<file path="src/design/ptts_pkg.sv">
// Shared types and codes for the periodic task timer scheduler.
// Holds item and result codes, stream widths and the controller/datapath
// command and status structs. Depends on nothing.
package ptts_pkg;

    // input item kinds (s_tuser)
    localparam logic [1:0] KIND_TICK   = 2'd0;
    localparam logic [1:0] KIND_ADD    = 2'd1;
    localparam logic [1:0] KIND_CANCEL = 2'd2;

    // result kinds (m_tuser)
    localparam logic [1:0] RES_ASSIGNED = 2'd0;
    localparam logic [1:0] RES_EXPIRED  = 2'd1;
    localparam logic [1:0] RES_REJECTED = 2'd2;

    localparam int KIND_W      = 2;
    localparam int IN_PERIOD_W = 24;
    localparam int ID_W        = 4;
    localparam int S_TDATA_W   = 32;
    localparam int M_TDATA_W   = 8;
    localparam int MAX_RESULTS = 16;
    localparam int CNT_W       = 5;

    typedef struct packed {
        logic capture;      // register the fields of an add transaction
        logic cancel;       // apply a cancel from the input bus
        logic add_commit;   // claim a slot and load the add result
        logic scan_start;   // rewind the slot scan
        logic scan_commit;  // update or retire the slot under the scan pointer
        logic flush;        // deliver the held expiry with last set
    } ptts_cmd_t;

    typedef struct packed {
        logic out_free;     // output register can take a result this cycle
        logic report_stall; // slot would report but the held expiry cannot move
        logic idx_last;     // scan pointer is at the top slot
        logic pend_valid;   // an expiry is held back for its last flag
    } ptts_status_t;

endpackage

</file>
<file path="src/design/ptts_ram.sv">
// Generic single-write, single-read RAM with a registered read port.
// No dependencies.
module ptts_ram #(
    parameter int WIDTH = 48,
    parameter int DEPTH = 16
) (
    input  logic                     aclk,
    input  logic                     we,
    input  logic [$clog2(DEPTH)-1:0] waddr,
    input  logic [WIDTH-1:0]         wdata,
    input  logic [$clog2(DEPTH)-1:0] raddr,
    output logic [WIDTH-1:0]         rdata
);

    logic [WIDTH-1:0] mem_reg [DEPTH];
    logic [WIDTH-1:0] rdata_reg;

    always_ff @(posedge aclk) begin
        if (we) begin
            mem_reg[waddr] <= wdata;
        end
        rdata_reg <= mem_reg[raddr];
    end

    assign rdata = rdata_reg;

endmodule

</file>
<file path="src/design/ptts_ctrl.sv">
// Controller state machine of the timer scheduler.
// Sequences add, cancel and tick transactions; depends on ptts_pkg.
module ptts_ctrl (
    input  logic                 aclk,
    input  logic                 aresetn,
    input  logic                 s_tvalid,
    output logic                 s_tready,
    input  logic [1:0]           kind,
    input  ptts_pkg::ptts_status_t st,
    output ptts_pkg::ptts_cmd_t  cmd
);
    import ptts_pkg::*;

    localparam logic [2:0] S_IDLE  = 3'd0;
    localparam logic [2:0] S_ADD   = 3'd1;
    localparam logic [2:0] S_PRIME = 3'd2;
    localparam logic [2:0] S_SCAN  = 3'd3;
    localparam logic [2:0] S_FLUSH = 3'd4;

    logic [2:0] state_reg;
    logic [2:0] state_next;
    logic       accept;

    assign s_tready = (state_reg == S_IDLE);
    assign accept   = s_tvalid && s_tready;

    always_comb begin
        state_next = state_reg;
        cmd        = '0;
        unique case (state_reg)
            S_IDLE: begin
                if (accept) begin
                    case (kind)
                        KIND_TICK: begin
                            cmd.scan_start = 1'b1;
                            state_next     = S_PRIME;
                        end
                        KIND_ADD: begin
                            cmd.capture = 1'b1;
                            state_next  = S_ADD;
                        end
                        KIND_CANCEL: begin
                            cmd.cancel = 1'b1;
                        end
                        default: ;
                    endcase
                end
            end
            S_ADD: begin
                if (st.out_free) begin
                    cmd.add_commit = 1'b1;
                    state_next     = S_IDLE;
                end
            end
            S_PRIME: begin
                // read of slot zero is in flight
                state_next = S_SCAN;
            end
            S_SCAN: begin
                if (!st.report_stall) begin
                    cmd.scan_commit = 1'b1;
                    if (st.idx_last) begin
                        state_next = S_FLUSH;
                    end
                end
            end
            S_FLUSH: begin
                if (!st.pend_valid) begin
                    state_next = S_IDLE;
                end else if (st.out_free) begin
                    cmd.flush  = 1'b1;
                    state_next = S_IDLE;
                end
            end
            default: begin
                state_next = S_IDLE;
            end
        endcase
    end

    always_ff @(posedge aclk) begin
        if (!aresetn) begin
            state_reg <= S_IDLE;
        end else begin
            state_reg <= state_next;
        end
    end

    a_idle_no_pending: assert property (@(posedge aclk) disable iff (!aresetn)
        (state_reg == S_IDLE) |-> !st.pend_valid)
        else $error("expiry held while idle");

    a_one_action: assert property (@(posedge aclk) disable iff (!aresetn)
        $onehot0({cmd.cancel, cmd.add_commit, cmd.scan_start, cmd.scan_commit, cmd.flush}))
        else $error("more than one datapath action in a cycle");

    a_prime_then_scan: assert property (@(posedge aclk) disable iff (!aresetn)
        (state_reg == S_PRIME) |=> (state_reg == S_SCAN))
        else $error("scan did not follow prime");

endmodule

</file>
<file path="src/design/ptts_datapath.sv">
// Datapath of the timer scheduler: slot flags, period/remaining RAM,
// scan pointer, held expiry and output register. Depends on ptts_pkg, ptts_ram.
module ptts_datapath #(
    parameter int NUM_SLOTS   = 16,
    parameter int PERIOD_BITS = 24
) (
    input  logic                              aclk,
    input  logic                              aresetn,
    input  logic [ptts_pkg::S_TDATA_W-1:0]    s_tdata,
    input  ptts_pkg::ptts_cmd_t               cmd,
    output ptts_pkg::ptts_status_t            st,
    output logic                              m_tvalid,
    input  logic                              m_tready,
    output logic [ptts_pkg::M_TDATA_W-1:0]    m_tdata,
    output logic [ptts_pkg::KIND_W-1:0]       m_tuser,
    output logic                              m_tlast
);
    import ptts_pkg::*;

    localparam int SLOT_W = $clog2(NUM_SLOTS);
    localparam int RAM_W  = 2 * PERIOD_BITS;
    localparam logic [32:0] PMAX = (33'd1 << PERIOD_BITS) - 33'd1;

    // input fields
    logic [IN_PERIOD_W-1:0] in_period;
    logic                   in_periodic;
    logic [ID_W-1:0]        in_cslot;

    assign in_period   = s_tdata[IN_PERIOD_W-1:0];
    assign in_periodic = s_tdata[IN_PERIOD_W];
    assign in_cslot    = s_tdata[IN_PERIOD_W+ID_W:IN_PERIOD_W+1];

    logic [NUM_SLOTS-1:0]   busy_reg, en_reg, rep_reg;
    logic [NUM_SLOTS-1:0]   busy_next, en_next, rep_next;
    logic [PERIOD_BITS-1:0] per_cap_reg;
    logic                   rep_cap_reg;
    logic [SLOT_W-1:0]      idx_reg, idx_next;
    logic [CNT_W-1:0]       cnt_reg;
    logic                   pend_valid_reg;
    logic [ID_W-1:0]        pend_id_reg;
    logic                   out_valid_reg;
    logic [1:0]             out_kind_reg;
    logic [ID_W-1:0]        out_id_reg;
    logic                   out_last_reg;

    // period clamp and zero fix
    logic [PERIOD_BITS-1:0] per_sat;
    always_comb begin
        if ({9'd0, in_period} > PMAX) begin
            per_sat = PMAX[PERIOD_BITS-1:0];
        end else begin
            per_sat = PERIOD_BITS'(in_period);
        end
        if (per_sat == '0) begin
            per_sat = PERIOD_BITS'(1);
        end
    end

    // lowest free slot
    logic              free_found;
    logic [SLOT_W-1:0] free_idx;
    always_comb begin
        free_found = 1'b0;
        free_idx   = '0;
        for (int i = NUM_SLOTS - 1; i >= 0; i--) begin
            if (!busy_reg[i]) begin
                free_found = 1'b1;
                free_idx   = SLOT_W'(i);
            end
        end
    end

    // RAM word: period in the upper half, remaining ticks in the lower
    logic [RAM_W-1:0]       rd_word;
    logic [PERIOD_BITS-1:0] rd_per, rd_rem, dec_rem, new_rem;
    logic                   zero, cur_busy, cur_en, cur_rep, report, retire_free;
    logic                   ram_we;
    logic [SLOT_W-1:0]      ram_waddr;
    logic [RAM_W-1:0]       ram_wdata;

    assign rd_per   = rd_word[RAM_W-1:PERIOD_BITS];
    assign rd_rem   = rd_word[PERIOD_BITS-1:0];
    assign dec_rem  = (rd_rem != '0) ? rd_rem - PERIOD_BITS'(1) : '0;
    assign zero     = (dec_rem == '0);
    assign new_rem  = zero ? ((rd_per == '0) ? PERIOD_BITS'(1) : rd_per) : dec_rem;
    assign cur_busy = busy_reg[idx_reg];
    assign cur_en   = en_reg[idx_reg];
    assign cur_rep  = rep_reg[idx_reg];
    assign report   = cur_busy && zero && cur_en && (cnt_reg < CNT_W'(MAX_RESULTS));
    assign retire_free = cur_busy && zero && !(cur_en && cur_rep);

    always_comb begin
        if (cmd.scan_commit) begin
            idx_next = (idx_reg == SLOT_W'(NUM_SLOTS - 1)) ? '0 : idx_reg + SLOT_W'(1);
        end else if (cmd.scan_start) begin
            idx_next = '0;
        end else begin
            idx_next = idx_reg;
        end
    end

    always_comb begin
        if (cmd.add_commit) begin
            ram_we    = free_found;
            ram_waddr = free_idx;
            ram_wdata = {per_cap_reg, per_cap_reg};
        end else begin
            ram_we    = cmd.scan_commit && cur_busy && !retire_free;
            ram_waddr = idx_reg;
            ram_wdata = {rd_per, new_rem};
        end
    end

    ptts_ram #(
        .WIDTH (RAM_W),
        .DEPTH (NUM_SLOTS)
    ) u_slot_ram (
        .aclk  (aclk),
        .we    (ram_we),
        .waddr (ram_waddr),
        .wdata (ram_wdata),
        .raddr (idx_next),
        .rdata (rd_word)
    );

    // slot flags
    logic [6:0] cs_ext;
    assign cs_ext = 7'(in_cslot);

    always_comb begin
        busy_next = busy_reg;
        en_next   = en_reg;
        rep_next  = rep_reg;
        if (cmd.cancel) begin
            for (int i = 0; i < NUM_SLOTS; i++) begin
                if (cs_ext == 7'(i) && busy_reg[i] && en_reg[i]) begin
                    en_next[i]  = 1'b0;
                    rep_next[i] = 1'b0;
                end
            end
        end
        if (cmd.add_commit && free_found) begin
            busy_next[free_idx] = 1'b1;
            en_next[free_idx]   = 1'b1;
            rep_next[free_idx]  = rep_cap_reg;
        end
        if (cmd.scan_commit && retire_free) begin
            busy_next[idx_reg] = 1'b0;
            en_next[idx_reg]   = 1'b0;
            rep_next[idx_reg]  = 1'b0;
        end
    end

    logic out_free;
    assign out_free = !out_valid_reg || m_tready;

    always_ff @(posedge aclk) begin
        if (!aresetn) begin
            busy_reg       <= '0;
            en_reg         <= '0;
            rep_reg        <= '0;
            idx_reg        <= '0;
            cnt_reg        <= '0;
            pend_valid_reg <= 1'b0;
            out_valid_reg  <= 1'b0;
        end else begin
            busy_reg <= busy_next;
            en_reg   <= en_next;
            rep_reg  <= rep_next;
            idx_reg  <= idx_next;

            if (cmd.scan_start) begin
                cnt_reg        <= '0;
                pend_valid_reg <= 1'b0;
            end else if (cmd.scan_commit && report) begin
                cnt_reg        <= cnt_reg + CNT_W'(1);
                pend_valid_reg <= 1'b1;
            end else if (cmd.flush) begin
                pend_valid_reg <= 1'b0;
            end

            if (cmd.add_commit || cmd.flush || (cmd.scan_commit && report && pend_valid_reg)) begin
                out_valid_reg <= 1'b1;
            end else if (m_tready) begin
                out_valid_reg <= 1'b0;
            end
        end
    end

    always_ff @(posedge aclk) begin
        if (cmd.capture) begin
            per_cap_reg <= per_sat;
            rep_cap_reg <= in_periodic;
        end
        if (cmd.scan_commit && report) begin
            pend_id_reg <= ID_W'(idx_reg);
        end
        if (cmd.add_commit) begin
            out_kind_reg <= free_found ? RES_ASSIGNED : RES_REJECTED;
            out_id_reg   <= free_found ? ID_W'(free_idx) : '0;
            out_last_reg <= 1'b1;
        end else if (cmd.flush) begin
            out_kind_reg <= RES_EXPIRED;
            out_id_reg   <= pend_id_reg;
            out_last_reg <= 1'b1;
        end else if (cmd.scan_commit && report && pend_valid_reg) begin
            // push the earlier expiry out, a later one follows it
            out_kind_reg <= RES_EXPIRED;
            out_id_reg   <= pend_id_reg;
            out_last_reg <= 1'b0;
        end
    end

    assign st.out_free     = out_free;
    assign st.report_stall = report && pend_valid_reg && !out_free;
    assign st.idx_last     = (idx_reg == SLOT_W'(NUM_SLOTS - 1));
    assign st.pend_valid   = pend_valid_reg;

    assign m_tvalid = out_valid_reg;
    assign m_tdata  = M_TDATA_W'(out_id_reg);
    assign m_tuser  = out_kind_reg;
    assign m_tlast  = out_last_reg;

    a_cnt_cap: assert property (@(posedge aclk) disable iff (!aresetn)
        cnt_reg <= CNT_W'(MAX_RESULTS))
        else $error("expiry count beyond cap");

    a_add_room: assert property (@(posedge aclk) disable iff (!aresetn)
        cmd.add_commit |-> out_free)
        else $error("add result loaded over an untaken result");

    a_push_room: assert property (@(posedge aclk) disable iff (!aresetn)
        (cmd.scan_commit && report && pend_valid_reg) |-> out_free)
        else $error("expiry pushed over an untaken result");

endmodule

</file>
<file path="src/design/periodic_task_timer_scheduler_unit.sv">
// Top level of the periodic task timer scheduler.
// Joins ptts_ctrl and ptts_datapath; depends on ptts_pkg.
//
//  channel   direction  handshake            payload
//  s_        in         s_tvalid / s_tready  s_tuser kind, s_tdata period/mode/slot
//  m_        out        m_tvalid / m_tready  m_tuser result kind, m_tdata id, m_tlast
//
// A cancel is applied as it is taken. An add is taken, then committed once
// the output register is free. A tick takes the transaction, primes the slot
// RAM read, scans one slot per cycle through its single read port unless a
// held expiry cannot leave because m_tready is low, then delivers the final
// expiry, if any. Items are taken one at a time.
// After reset all slots are free at once; the RAM needs no clearing pass.
module periodic_task_timer_scheduler_unit #(
    parameter int NUM_SLOTS   = 16,
    parameter int PERIOD_BITS = 24
) (
    input  logic                            aclk,
    input  logic                            aresetn,
    input  logic                            s_tvalid,
    output logic                            s_tready,
    // [23:0] period_ticks, [24] periodic, [28:25] cancel_slot, [31:29] zero
    input  logic [ptts_pkg::S_TDATA_W-1:0]  s_tdata,
    // [1:0] kind
    input  logic [ptts_pkg::KIND_W-1:0]     s_tuser,
    output logic                            m_tvalid,
    input  logic                            m_tready,
    // [3:0] slot_id, [7:4] zero
    output logic [ptts_pkg::M_TDATA_W-1:0]  m_tdata,
    // [1:0] result_kind
    output logic [ptts_pkg::KIND_W-1:0]     m_tuser,
    output logic                            m_tlast
);
    import ptts_pkg::*;

    ptts_cmd_t    cmd;
    ptts_status_t st;

    ptts_ctrl u_ctrl (
        .aclk     (aclk),
        .aresetn  (aresetn),
        .s_tvalid (s_tvalid),
        .s_tready (s_tready),
        .kind     (s_tuser),
        .st       (st),
        .cmd      (cmd)
    );

    ptts_datapath #(
        .NUM_SLOTS   (NUM_SLOTS),
        .PERIOD_BITS (PERIOD_BITS)
    ) u_datapath (
        .aclk     (aclk),
        .aresetn  (aresetn),
        .s_tdata  (s_tdata),
        .cmd      (cmd),
        .st       (st),
        .m_tvalid (m_tvalid),
        .m_tready (m_tready),
        .m_tdata  (m_tdata),
        .m_tuser  (m_tuser),
        .m_tlast  (m_tlast)
    );

endmodule
</file>
<file path="config.mk">
export PLATFORM = sky130hd
export DESIGN_NAME = periodic_task_timer_scheduler_unit
export DESIGN_NICKNAME = d
export VERILOG_FILES = /design/src/design/ptts_pkg.sv /design/src/design/ptts_ram.sv /design/src/design/ptts_ctrl.sv /design/src/design/ptts_datapath.sv /design/src/design/periodic_task_timer_scheduler_unit.sv
export SDC_FILE = /design/constraint.sdc
export NUM_CORES = 1
export LEC_CHECK = 0
export BUFFER_PORTS_ARGS = -buffer_cell sky130_fd_sc_hd__buf_4
export CAP_MARGIN = 0
export CORE_MARGIN = 8
export CORE_UTILIZATION = 35
export CTS_BUF_LIST = sky130_fd_sc_hd__clkbuf_8
export DETAILED_ROUTE_END_ITERATION = 16
export HOLD_SLACK_MARGIN = 0.05
export MAX_ROUTING_LAYER = met4
export PLACE_DENSITY = 0.55
export REMOVE_ABC_BUFFERS = 1
export SKIP_CTS_REPAIR_TIMING = 1
export SYNTH_ARGS = -nofsm -noshare
export SYNTH_HDL_FRONTEND = slang
export SYNTH_SLANG_ARGS = --single-unit
</file>
<file path="constraint.sdc">
create_clock -name aclk -period 12.3 [get_ports aclk]
set_input_delay 2.46 -clock aclk [delete_from_list [all_inputs] [get_ports aclk]]
set_output_delay 2.46 -clock aclk [all_outputs]
set_load 0.05 [all_outputs]
</file>
# == After elaboration in Yosys (flattened, before gate mapping) ==
# Memory sizes are Yosys's and may differ from the RTL's. A register that Yosys moved wholly into a read port is not among the register bits.
# Index checks and enable logic that the tools add are counted.
# totals
register_bits,98
mem_bits_rw,768
inputBits,38
out_inout_bits,13
wordCells,250
mem_count,1
# op_classes
add_sub_neg,3
magnitude_cmp,5
eq_ne,26
n_mux,126
bitwise,7
reduce_logical,68
# memory_table
memory,words,word_bits,rd,rd_ports_with_merged_regs,wr,line,text
u_datapath.u_slot_ram.mem_reg,16,48,1,1,1,ptts_ram.sv:15,logic [WIDTH-1:0] mem_reg [DEPTH];
# op_table
op,count
$mux 16,8
$mux 4,24
$logic_not 24->1,3
$mux 24,3
$mux 1,71
$and 16x16->16,3
$logic_and 1x1->1,48
$mux 48,1
$eq 4x4->1 const B,9
$or 16x16->16,2
$reduce_bool 24->1,1
$sub 24x1->24 const B,1
$bwmux 16,1
$eq 4x3->1 const B,4
$not 16->16,1
$mux 3,5
$pmux 3 s5,1
$bmux 1 s4,3
$mux 2,6
$lt 4x5->1 const B,2
$demux 1 s4,2
$eq 4x2->1 const B,2
$ge 4x1->1 const B,2
$logic_not 7->1,1
21 further kinds,31

# == Longest topological paths before layout ==
# Gate-level depths: netlist (run 1).
# depth
word_depth,24
mapped_depth,17
mapped_depth_nobuf,13

# == By module ==
# Synthesis (run 1) repeated with hierarchy kept, for this count alone.
# unflattened
cells_unflattened,2075
hier_area_um2,36662.7
# modules_own_cells
mod,n_inst,cells_each,area_each_um2,seq_area_each_um2
ptts_ram,1,1242,29691.0,24023.0
ptts_datapath,1,808,6737.7,2252.2
ptts_ctrl,1,25,234.0,60.1

# == Worst setup path before layout (run 1) ==
# No wires, ideal clock.
# synth_path
kind,input to register
startpoint,in m_tready
endpoint,"mem u_datapath.u_slot_ram.mem_reg[13][0], enable pin"
setup_time_ps,454
arrival_time_ps,6005
setup_slack_ps,5841
path_stages,8
path_buffers,1
cell_sequence,nor2b_1 > nor2_1 > and2_0 > inv_1 > clkbuf_1 > a21oi_1 > or3_1 > nor2_1
# synth_via
elab_chain_len,10
elab_cells_between_ends,13
# synth_rtl
element,line,text
"start, declared",periodic_task_timer_scheduler_unit.sv:27,"input logic m_tready,"
$logic_or 1x1->1 *,ptts_datapath.sv:155,assign out_free = !out_valid_reg || m_tready;
$logic_not 1->1,ptts_datapath.sv:215,assign st.report_stall = report && pend_valid_reg && !out_free;
$logic_and 1x1->1,ptts_datapath.sv:215,
$mux 1,ptts_ctrl.sv:60,if (!st.report_stall) begin
$mux 1,ptts_ctrl.sv:30,unique case (state_reg)
$logic_and 1x1->1 (2 in series),ptts_datapath.sv:108,ram_we = cmd.scan_commit && cur_busy && !retire_free;
$mux 1,ptts_datapath.sv:103,if (cmd.add_commit) begin
$mux 1,ptts_ram.sv:19,if (we) begin
$mux 1 (implied by the code),ptts_ram.sv:20,mem_reg[waddr] <= wdata;
"end, declared",ptts_ram.sv:15,
# Every way passes the cells marked *; elsewhere a longest branch is shown, timed or not.

# == Worst setup path after layout (run 1) ==
# layout_path
startpoint,in m_tready
endpoint,reg u_datapath.u_slot_ram.rdata_reg[22] (netlist: u_datapath.u_slot_ram.rdata[22]) (read register of u_datapath.u_slot_ram.mem_reg)
# layout_via
elab_chain_len,6
# layout_rtl
element,line,text
$logic_or 1x1->1,ptts_datapath.sv:155,
$logic_not 1->1,ptts_datapath.sv:215,
$logic_and 1x1->1,ptts_datapath.sv:215,
$mux 1,ptts_ctrl.sv:60,
$mux 1,ptts_ctrl.sv:30,
$mux 4,ptts_datapath.sv:93,if (cmd.scan_commit) begin
"end, declared",ptts_ram.sv:16,logic [WIDTH-1:0] rdata_reg;
# No other way between the ends.
# A chain may end at the register's enable or synchronous reset.

==> summary.txt, run 1 <==
Outcome
  • Run status: complete, no violations

Global route
  • Maximum number of pins on one net before global-route repair: 166
  • Via count of the first global-routing pass: 23,507
  • Congestion Overflow GR: 0
  • Global-route usage over all layers: 17.51%
  • Antenna violations before repair: 1
  • Global-route wire length before repair: 150.2 mm

STA
  • Clock skew: 0.05745 ns
  • Slew at the pin closest to its max-slew limit: roughly 1.4 ns
  • Sum Neg Setup Slack: 0 ns
  • Tightest slew margin relative to the limit: 8.858%
  • Maximum frequency from static timing analysis: around 0.15 GHz
  • Hold_ws: about 0.48 ns
  • Final number of setup-violating endpoints: 0
  • Number of slew-limit violations in the final report: 0
  • Setup repair after global routing missed its margin: false
  • Final number of hold-violating endpoints: 0
  • Final critical-path share of the clock period: around 53%
  • Minimum period implied by the final worst setup slack: ~6.6 ns

Final layout
  • Filler cell count: around 9,900
  • Max reg flops: 768
  • Layout Nets: 2,895
  • Share of the core filled with cells: 39.91%
  • Multi-input logic area: 10,150 sq um
  • Area added between synthesis and finish: 12.86%
  • Area taken by flip-flops and latches: between 20,000 and 30,000 sq um
  • Area of all placed cells without fillers: around 42,000 sq um
  • Fraction of final layout cells sized beyond drive strength 1: 11.68%

Logic synthesis
  • Average size of a mapped cell: 13.38 sq um
  • Number of synthesized register bits: 914
  • List of most frequent post-synthesis cells: edfxtp_1 (803), nand2_1 (485), nand3_1 (226)
  • Synth area leaders: edfxtp_1 (65%), dfxtp_1 (6.0%), mux2i_1 (5.8%)
  • Cell Area, Synth: ~37,000 sq um
  • Proportion of synthesized chip area in sequential cells: between 70 and 80%
  • Cell type with the highest aggregate area in the netlist: edfxtp_1
  • Number of warnings printed during yosys synthesis: 0
  • Portion of synthesized cell area occupied by the leading cell type: between 60% and 70%
  • Number of enable-type register cells in the synthesized netlist: around 800
  • Yosys cell types: between 70 and 80
  • Cell with the most instances after synthesis: edfxtp_1
  • Synth Instances: 2,786
  • Share of async-settable or async-resettable flops after synthesis: 0%
  • Most common flop cell mapped by yosys: edfxtp_1

Placed design
  • Routability congestion estimate from global placement: 0.8375
  • Count of buffers inserted at the top-level ports: 43
  • Detailed-placement wirelength estimate: 56.06 mm
  • Post-DP Area: 39,030 sq um

Die
  • Core box area: 105,400 sq um
  • Vertical die dimension: 342.3 microns
  • DIE AREA: around 120,000 sq um
  • Total I/O pin count: 51
  • Initial standard-cell utilization of the core: 35.36%
  • Die extent in x: 342.3 microns
  • Number of rows created at floorplan: 119

Setup path
  • Crit start category: primary input
  • Critical Path End Type: flip-flop
  • FF-to-FF Start: u_datapath.u_slot_ram.rdata[0]$_DFF_P_
  • CP Data Arrival Time: ~7.3 ns
  • Data required time of the worst path: 13.04 ns
  • Largest driver fanout on the critical path: 62
  • Type of the setup path with the least slack: primary input to flip-flop
  • Startpoint of the worst setup timing path: m_tready

Power
  • Power per cell area: 147.8 nW/um^2
  • Tot Pwr: approximately 6.2 mW
  • Leak Pwr: 14.67 nW
  • Worst-case vdd ir drop: 0.1155 mV

Drt
  • Total detailed-routing wirelength: 102.0 mm
  • Total via count after detailed routing: 23,683
  • Post-DR wirelength/cell: roughly 23 microns
  • Number of vias per cell: 5.416
  • First DRT Iteration DRCs: 2,009
  • DRT Pass-1 Iters: 6
  • Final antenna-violating net count: 0
  • Residual DRC: 0

Clock tree
  • Inserted Clock Buffers: 153
  • Number of sinks on the clock net: 914
  • Clock tree from TritonCTS: yes
  • Clock slew at the register clock pins of the worst setup and hold paths: about 0.050 ns
  • Clock network latency to the later pin of the worst-skew pair: 0.84 ns
  • Maximum clock insertion buffer count: 3
  • Library cell used as clock root buffer: clkbuf_8
  • CTS HTree Levels: 4

Hold path
  • Min-delay worst type: flip-flop to flip-flop
  • Startpoint of the tightest hold check path: u_datapath.en_reg[2]$_SDFF_PN0_

Job
  • Max-cap violation count: 0
-- critical path: stages --
cell and delay (ns):
buf_4 0.13, nor2b_1 0.36, nand3_1 0.13, a2bb2oi_1 0.18, a211oi_1 0.47, nand2_1 0.14, nand2_1 0.12, and4_4 0.67
buf_4 0.87, buf_4 0.91, mux2i_1 0.17, a221oi_1 0.35, o21ai_1 0.14, nand3_1 0.10
-- power breakdown --
group / leakage, nW / switching (mW) / total [mW] / internal [mW]
sequential: 8.14 / 0.0190 / 3.42 / 3.41
clock: 1.79 / 1.24 / 2.62 / 1.38
combinational: 4.74 / 0.127 / 0.174 / 0.0476
-- layer usage --
metal	part of all wire (%)	track usage (%)	up-vias
met5	0	-	-
met4	2.4	5.223	0
met3	7.0	3.284	177
met2	47	27.95	899
met1	43	22.77	11970
li1	-	-	10637
-- cell type report --
class / count / share of cell area, %
clock inverters: 111 / 1.556
diodes: 3 / 0.01785
multi-input cells: 1662 / 24.12
inverters: 30 / 0.2677
well taps: 1391 / 4.137
clock buffers: 172 / 5.627
repair buffers: 90 / 1.666
flip-flops and latches: 914 / 62.60
-- placed cells by master (no fill, tap or decap), drive strengths merged, types with 5 or more instances in the layout --
cell	synthesis	routed
or3	8	8
dfxtp	111	111
buf	76	90
and3	12	12
a21oi	158	158
a222oi	14	14
o211ai	5	5
nor2b	16	16
o21a	14	14
nor2	112	112
edfxtp	803	803
clkinv	0	29
a221oi	71	71
xor2	11	11
a21bo	7	7
clkbuf	107	172
ha	6	6
xnor2	9	9
a31oi	27	27
a221o	17	17
a211oi	5	5
nand3	226	226
nand2	485	485
and2	15	15
mux2i	216	216
inv	30	105
nand2b	6	6
nor4	22	22
a21o	5	5
o21ai	70	70
a21boi	21	21
nor3	16	16
nand3b	6	6
o221ai	8	8
nand4	17	17
mux4	11	11
-- final timing paths --
kind | to | slack [ns] | depth (start not counted)
worst min-delay path | u_datapath.en_reg[2]$_SDFF_PN0_ | 0.48 | 2
worst max-delay path | u_datapath.u_slot_ram.rdata[22]$_DFF_P_ | 5.73 | 14
worst min register to register | u_datapath.en_reg[2]$_SDFF_PN0_ | 0.48 | 2
worst max register to register | u_datapath.u_slot_ram.rdata[22]$_DFF_P_ | 6.19 | 15
-- through the flow --
stage          worst slack, ns  std cells
2_1_floorplan            2.380       2606
3_5_place_dp             4.909       4087
4_1_cts                  5.783       4370
5_1_grt                  5.348       4373
3_3_place_gp             5.048       4087
6_report                 5.731       4373
-- kinds of logic (layout without fill, tap and decap cells) --
family | Yosys count | count (layout) | share of synthesized area [%]
AND/OR/NAND/NOR | 958 | 958 | 11.53
flip-flops | 914 | 914 | 70.66
AO/OA/AOI/OAI | 444 | 444 | 7.902
multiplexers | 230 | 230 | 6.566
buffers and inverters | 213 | 403 | 2.659
XOR/XNOR | 20 | 20 | 0.4700
adder cells (fa/ha/maj) | 6 | 6 | 0.2014
other | 1 | 7 | 0.01006
Note: power is estimated with default switching activity, not from simulation.
==> run 2, diff against run 1 <==
Settings changed: ABC_AREA from default to 1.
Clock period 12.3 ns to 6.5 ns, I/O delays scaled along.
==> summary.txt, run 2 <==
Die
  • Initial standard-cell utilization of the core: 35.35% (about the same)
  • Die extent in x: 358.8 microns (+4.8%)
  • Vertical die dimension: 358.8 microns (+4.8%)
  • DIE AREA: 128,800 sq um (+9.9%)
  • Core box area: 116,400 sq um (+10%)
  • Total I/O pin count: 51 (unchanged)
  • Number of rows created at floorplan: 125 (+5.0%)

Logic synthesis
  • Portion of synthesized cell area occupied by the leading cell type: 58.62% (-6.1 points)
  • Number of synthesized register bits: 914 (unchanged)
  • Share of async-settable or async-resettable flops after synthesis: 0% (unchanged)
  • Synth area leaders: edfxtp_1 (59%), nand3_1 (12%), inv_1 (8.2%)
  • List of most frequent post-synthesis cells: nand3_1 (975), inv_1 (902), nand2_1 (845)
  • Cell type with the highest aggregate area in the netlist: edfxtp_1
  • Yosys cell types: 43 (-40%)
  • Average size of a mapped cell: 9.595 sq um (-28%)
  • Number of enable-type register cells in the synthesized netlist: 803 (unchanged)
  • Cell with the most instances after synthesis: nand3_1
  • Number of warnings printed during yosys synthesis: 0 (unchanged)
  • Synth Instances: 4,287 (+54%)
  • Proportion of synthesized chip area in sequential cells: 64.02% (-6.6 points)
  • Cell Area, Synth: 41,130 sq um (+10%)
  • Most common flop cell mapped by yosys: edfxtp_1

Final layout
  • Share of the core filled with cells: 39.69% (-0.21 points)
  • Non-filler cells, final: 5,988 (+37%)
  • Filler cell count: 11,445 (+16%)
  • Area of all placed cells without fillers: 46,190 sq um (+9.8%)
  • Multi-input logic area: 10,480 sq um (+3.3%)
  • Most common library cell in the layout ignoring fill and taps: nand3_1
  • Commonest cells after routing, fill and taps aside: nand3_1 (974), inv_1 (960), nand2_1 (842)
  • Fraction of final layout cells sized beyond drive strength 1: 8.270% (-3.4 points)
  • Area added between synthesis and finish: 12.29%
  • Layout Nets: 4,378 (+51%)
  • Max reg flops: 768 (unchanged)
  • Area taken by flip-flops and latches: 26,340 sq um (unchanged)

Setup path
  • CP Data Arrival Time: 5.27 ns (-2.04 ns)
  • Family of cells with the greatest summed delay on the critical path: simple AND/OR/NAND/NOR gates
  • Cell chain of the critical path: inv_1 -> a21oi_1 -> o21ai_0 -> o21ai_0 -> nand2_1 -> nand4_1 -> nor2_1 -> nand4_4 -> nand2_4 -> o31ai_1 -> nand3_1 -> nor2_4 -> buf_12
  • Number of cells on the worst reg-to-reg path: 13 (-2)
  • Startpoint of the worst setup timing path: u_datapath.idx_reg[1]$_SDFF_PN0_
  • Worst stage delay on the critical path: 0.72 ns (-0.19 ns)
  • Largest driver fanout on the critical path: 37 (-40%)
  • Buffering stage count on the worst path with inverters included: 2 (-1)
  • Critical Path End Type: flip-flop
  • Most frequent cell on the critical path: o21ai_0
  • Setup slack of the most critical reg-to-reg path: 1.68 ns (-4.51 ns)
  • Critical path's slowest cell: dfxtp_1
  • Reg-to-reg critical path endpoint: u_datapath.u_slot_ram.mem_reg[8][33]$_DFFE_PP_
  • CP Capture Point: u_datapath.u_slot_ram.mem_reg[8][33]$_DFFE_PP_
  • Type of the setup path with the least slack: flip-flop to flip-flop
  • FF-to-FF Start: u_datapath.idx_reg[1]$_SDFF_PN0_
  • Levels on crit path: 13 (-1)
  • Crit start category: flip-flop
  • Data required time of the worst path: 6.95 ns (-6.09 ns)

Global route
  • Antenna violations before repair: 1 (unchanged)
  • Congestion Overflow GR: 0 (unchanged)
  • Global-route usage over all layers: 18.24% (+0.73 points)
  • Via count of the first global-routing pass: 28,160 (+20%)
  • Global-route wire length before repair: 176.4 mm (+17%)
  • Maximum number of pins on one net before global-route repair: 120 (-28%)

Placed design
  • Detailed-placement wirelength estimate: 61.77 mm (+10%)
  • Count of buffers inserted at the top-level ports: 43 (unchanged)
  • Number of instances in the placed design: 5,703 (+40%)
  • Post-DP Area: 43,330 sq um (+11%)
  • Routability congestion estimate from global placement: 0.8892 (+6.2%)
  • Worst setup slack before clock tree synthesis: 1.683 ns (-3.226 ns)

Clock tree
  • Library cell used as clock root buffer: clkbuf_8
  • Clock tree from TritonCTS: yes
  • Clock network latency to the later pin of the worst-skew pair: 0.83 ns (about the same)
  • CTS HTree Levels: 4 (unchanged)
  • Maximum clock insertion buffer count: 3 (unchanged)
  • Number of sinks on the clock net: 914 (unchanged)
  • Inserted Clock Buffers: 153 (unchanged)
  • Clock slew at the register clock pins of the worst setup and hold paths: 0.06 ns (about the same)

STA
  • Tightest slew margin relative to the limit: 20.37% (+12 points)
  • Final number of setup-violating endpoints: 0 (unchanged)
  • Clock skew: 0.07054 ns (+0.01308 ns)
  • Final worst-path setup slack: 1.680 ns (-4.051 ns)
  • Number of slew-limit violations in the final report: 0 (unchanged)
  • Final critical-path share of the clock period: between 70% and 80%
  • Minimum period implied by the final worst setup slack: 4.820 ns
  • Setup repair after global routing missed its margin: false
  • Slew at the pin closest to its max-slew limit: 1.187 ns (-0.1743 ns)
  • Final number of hold-violating endpoints: 0 (unchanged)
  • Sum Neg Setup Slack: 0 ns (unchanged)
  • Maximum frequency from static timing analysis: 0.2075 GHz
  • Hold_ws: 0.4472 ns (-0.03295 ns)

Drt
  • Final antenna-violating net count: 0 (unchanged)
  • Number of vias per cell: 4.903 (-9.5%)
  • Total via count after detailed routing: 29,361 (+24%)
  • First DRT Iteration DRCs: 2,607 (+30%)
  • Total detailed-routing wirelength: 117.4 mm (+15%)
  • Residual DRC: 0 (unchanged)
  • DRT Pass-1 Iters: 6 (unchanged)
  • Post-DR wirelength/cell: 19.61 microns (-16%)

Outcome
  • Run status: complete, no violations

Power
  • Worst-case vdd ir drop: 0.1853 mV (+60%)
  • Leak Pwr: 19.52 nW (+33%)
  • Power per cell area: 334.9 nW/um^2 (+130%)
  • Tot Pwr: 15.47 mW (+150%)

Job
  • Max-cap violation count: 0 (unchanged)

Hold path
  • Min-delay worst type: flip-flop to flip-flop
-- run 2: cell count changes in the layout (fill, tap and decap cells not counted), moves of 79 or more --
cell | previous run | this run
inv_1 | 94 | 960
nand3_1 | 226 | 974
nand2_1 | 485 | 842
mux2i_1 | 214 | 0
a21oi_1 | 156 | 54
o21ai_0 | 32 | 111
-- run 2: how the worst min path moves through the flow --
stage,from,end,slack (ns),cells past startpoint
after floorplan,u_datapath.cnt_reg[4]$_SDFFE_PP0P_,u_datapath.cnt_reg[4]$_SDFFE_PP0P_,0.43,2
after global placement,u_datapath.m_tlast$_SDFFE_PP1P_,u_datapath.m_tlast$_SDFFE_PP1P_,0.43,2
after detailed placement,u_datapath.m_tlast$_SDFFE_PP1P_,u_datapath.m_tlast$_SDFFE_PP1P_,0.44,2
after CTS,u_datapath.m_tlast$_SDFFE_PP1P_,u_datapath.m_tlast$_SDFFE_PP1P_,0.45,2
after global routing,u_datapath.m_tlast$_SDFFE_PP1P_,u_datapath.m_tlast$_SDFFE_PP1P_,0.47,2
final,u_datapath.m_tlast$_SDFFE_PP1P_,u_datapath.m_tlast$_SDFFE_PP1P_,0.45,2
-- run 2: final cells by class --
class / count / share of cell area, %
multi-input cells: 2234 / 22.69
clock inverters: 120 / 1.311
repair buffers: 127 / 2.633
inverters: 904 / 7.352
diodes: 2 / 0.01084
flip-flops and latches: 914 / 57.02
well taps: 1524 / 4.128
clock buffers: 163 / 4.857
-- run 2: report_power, final --
part,switching [mW],internal (mW),leakage [nW],total [mW]
Sequential,0.187,7.42,8.16,7.61
Clock,2.38,2.39,1.68,4.77
Combinational,2.36,0.741,9.68,3.10
-- run 2: logic make-up after synthesis --
family | Yosys count | share of synthesized area [%]
simple gates | 2014 | 21.88
xor+xnor | 7 | 0.1490
buf+inv | 1142 | 11.11
flops | 914 | 64.02
compound gates | 203 | 2.649
fa+ha+maj | 6 | 0.1825
other cells | 1 | 0.009116
-- run 2: per-layer routing --
layer | vias to the layer above | part of all wire, % | global-route usage, %
met3 | 225 | 5.5 | 2.463
met1 | 14102 | 44 | 23.23
li1 | 14103 | - | -
met5 | - | 0 | -
met4 | 0 | 3.2 | 6.627
met2 | 931 | 47 | 29.78
-- run 2: tightest hold or removal path, cell delays in order (launching register included) --
cell and delay [ns]:
dfxtp_1 0.31, nand2_1 0.06, nand2_1 0.04
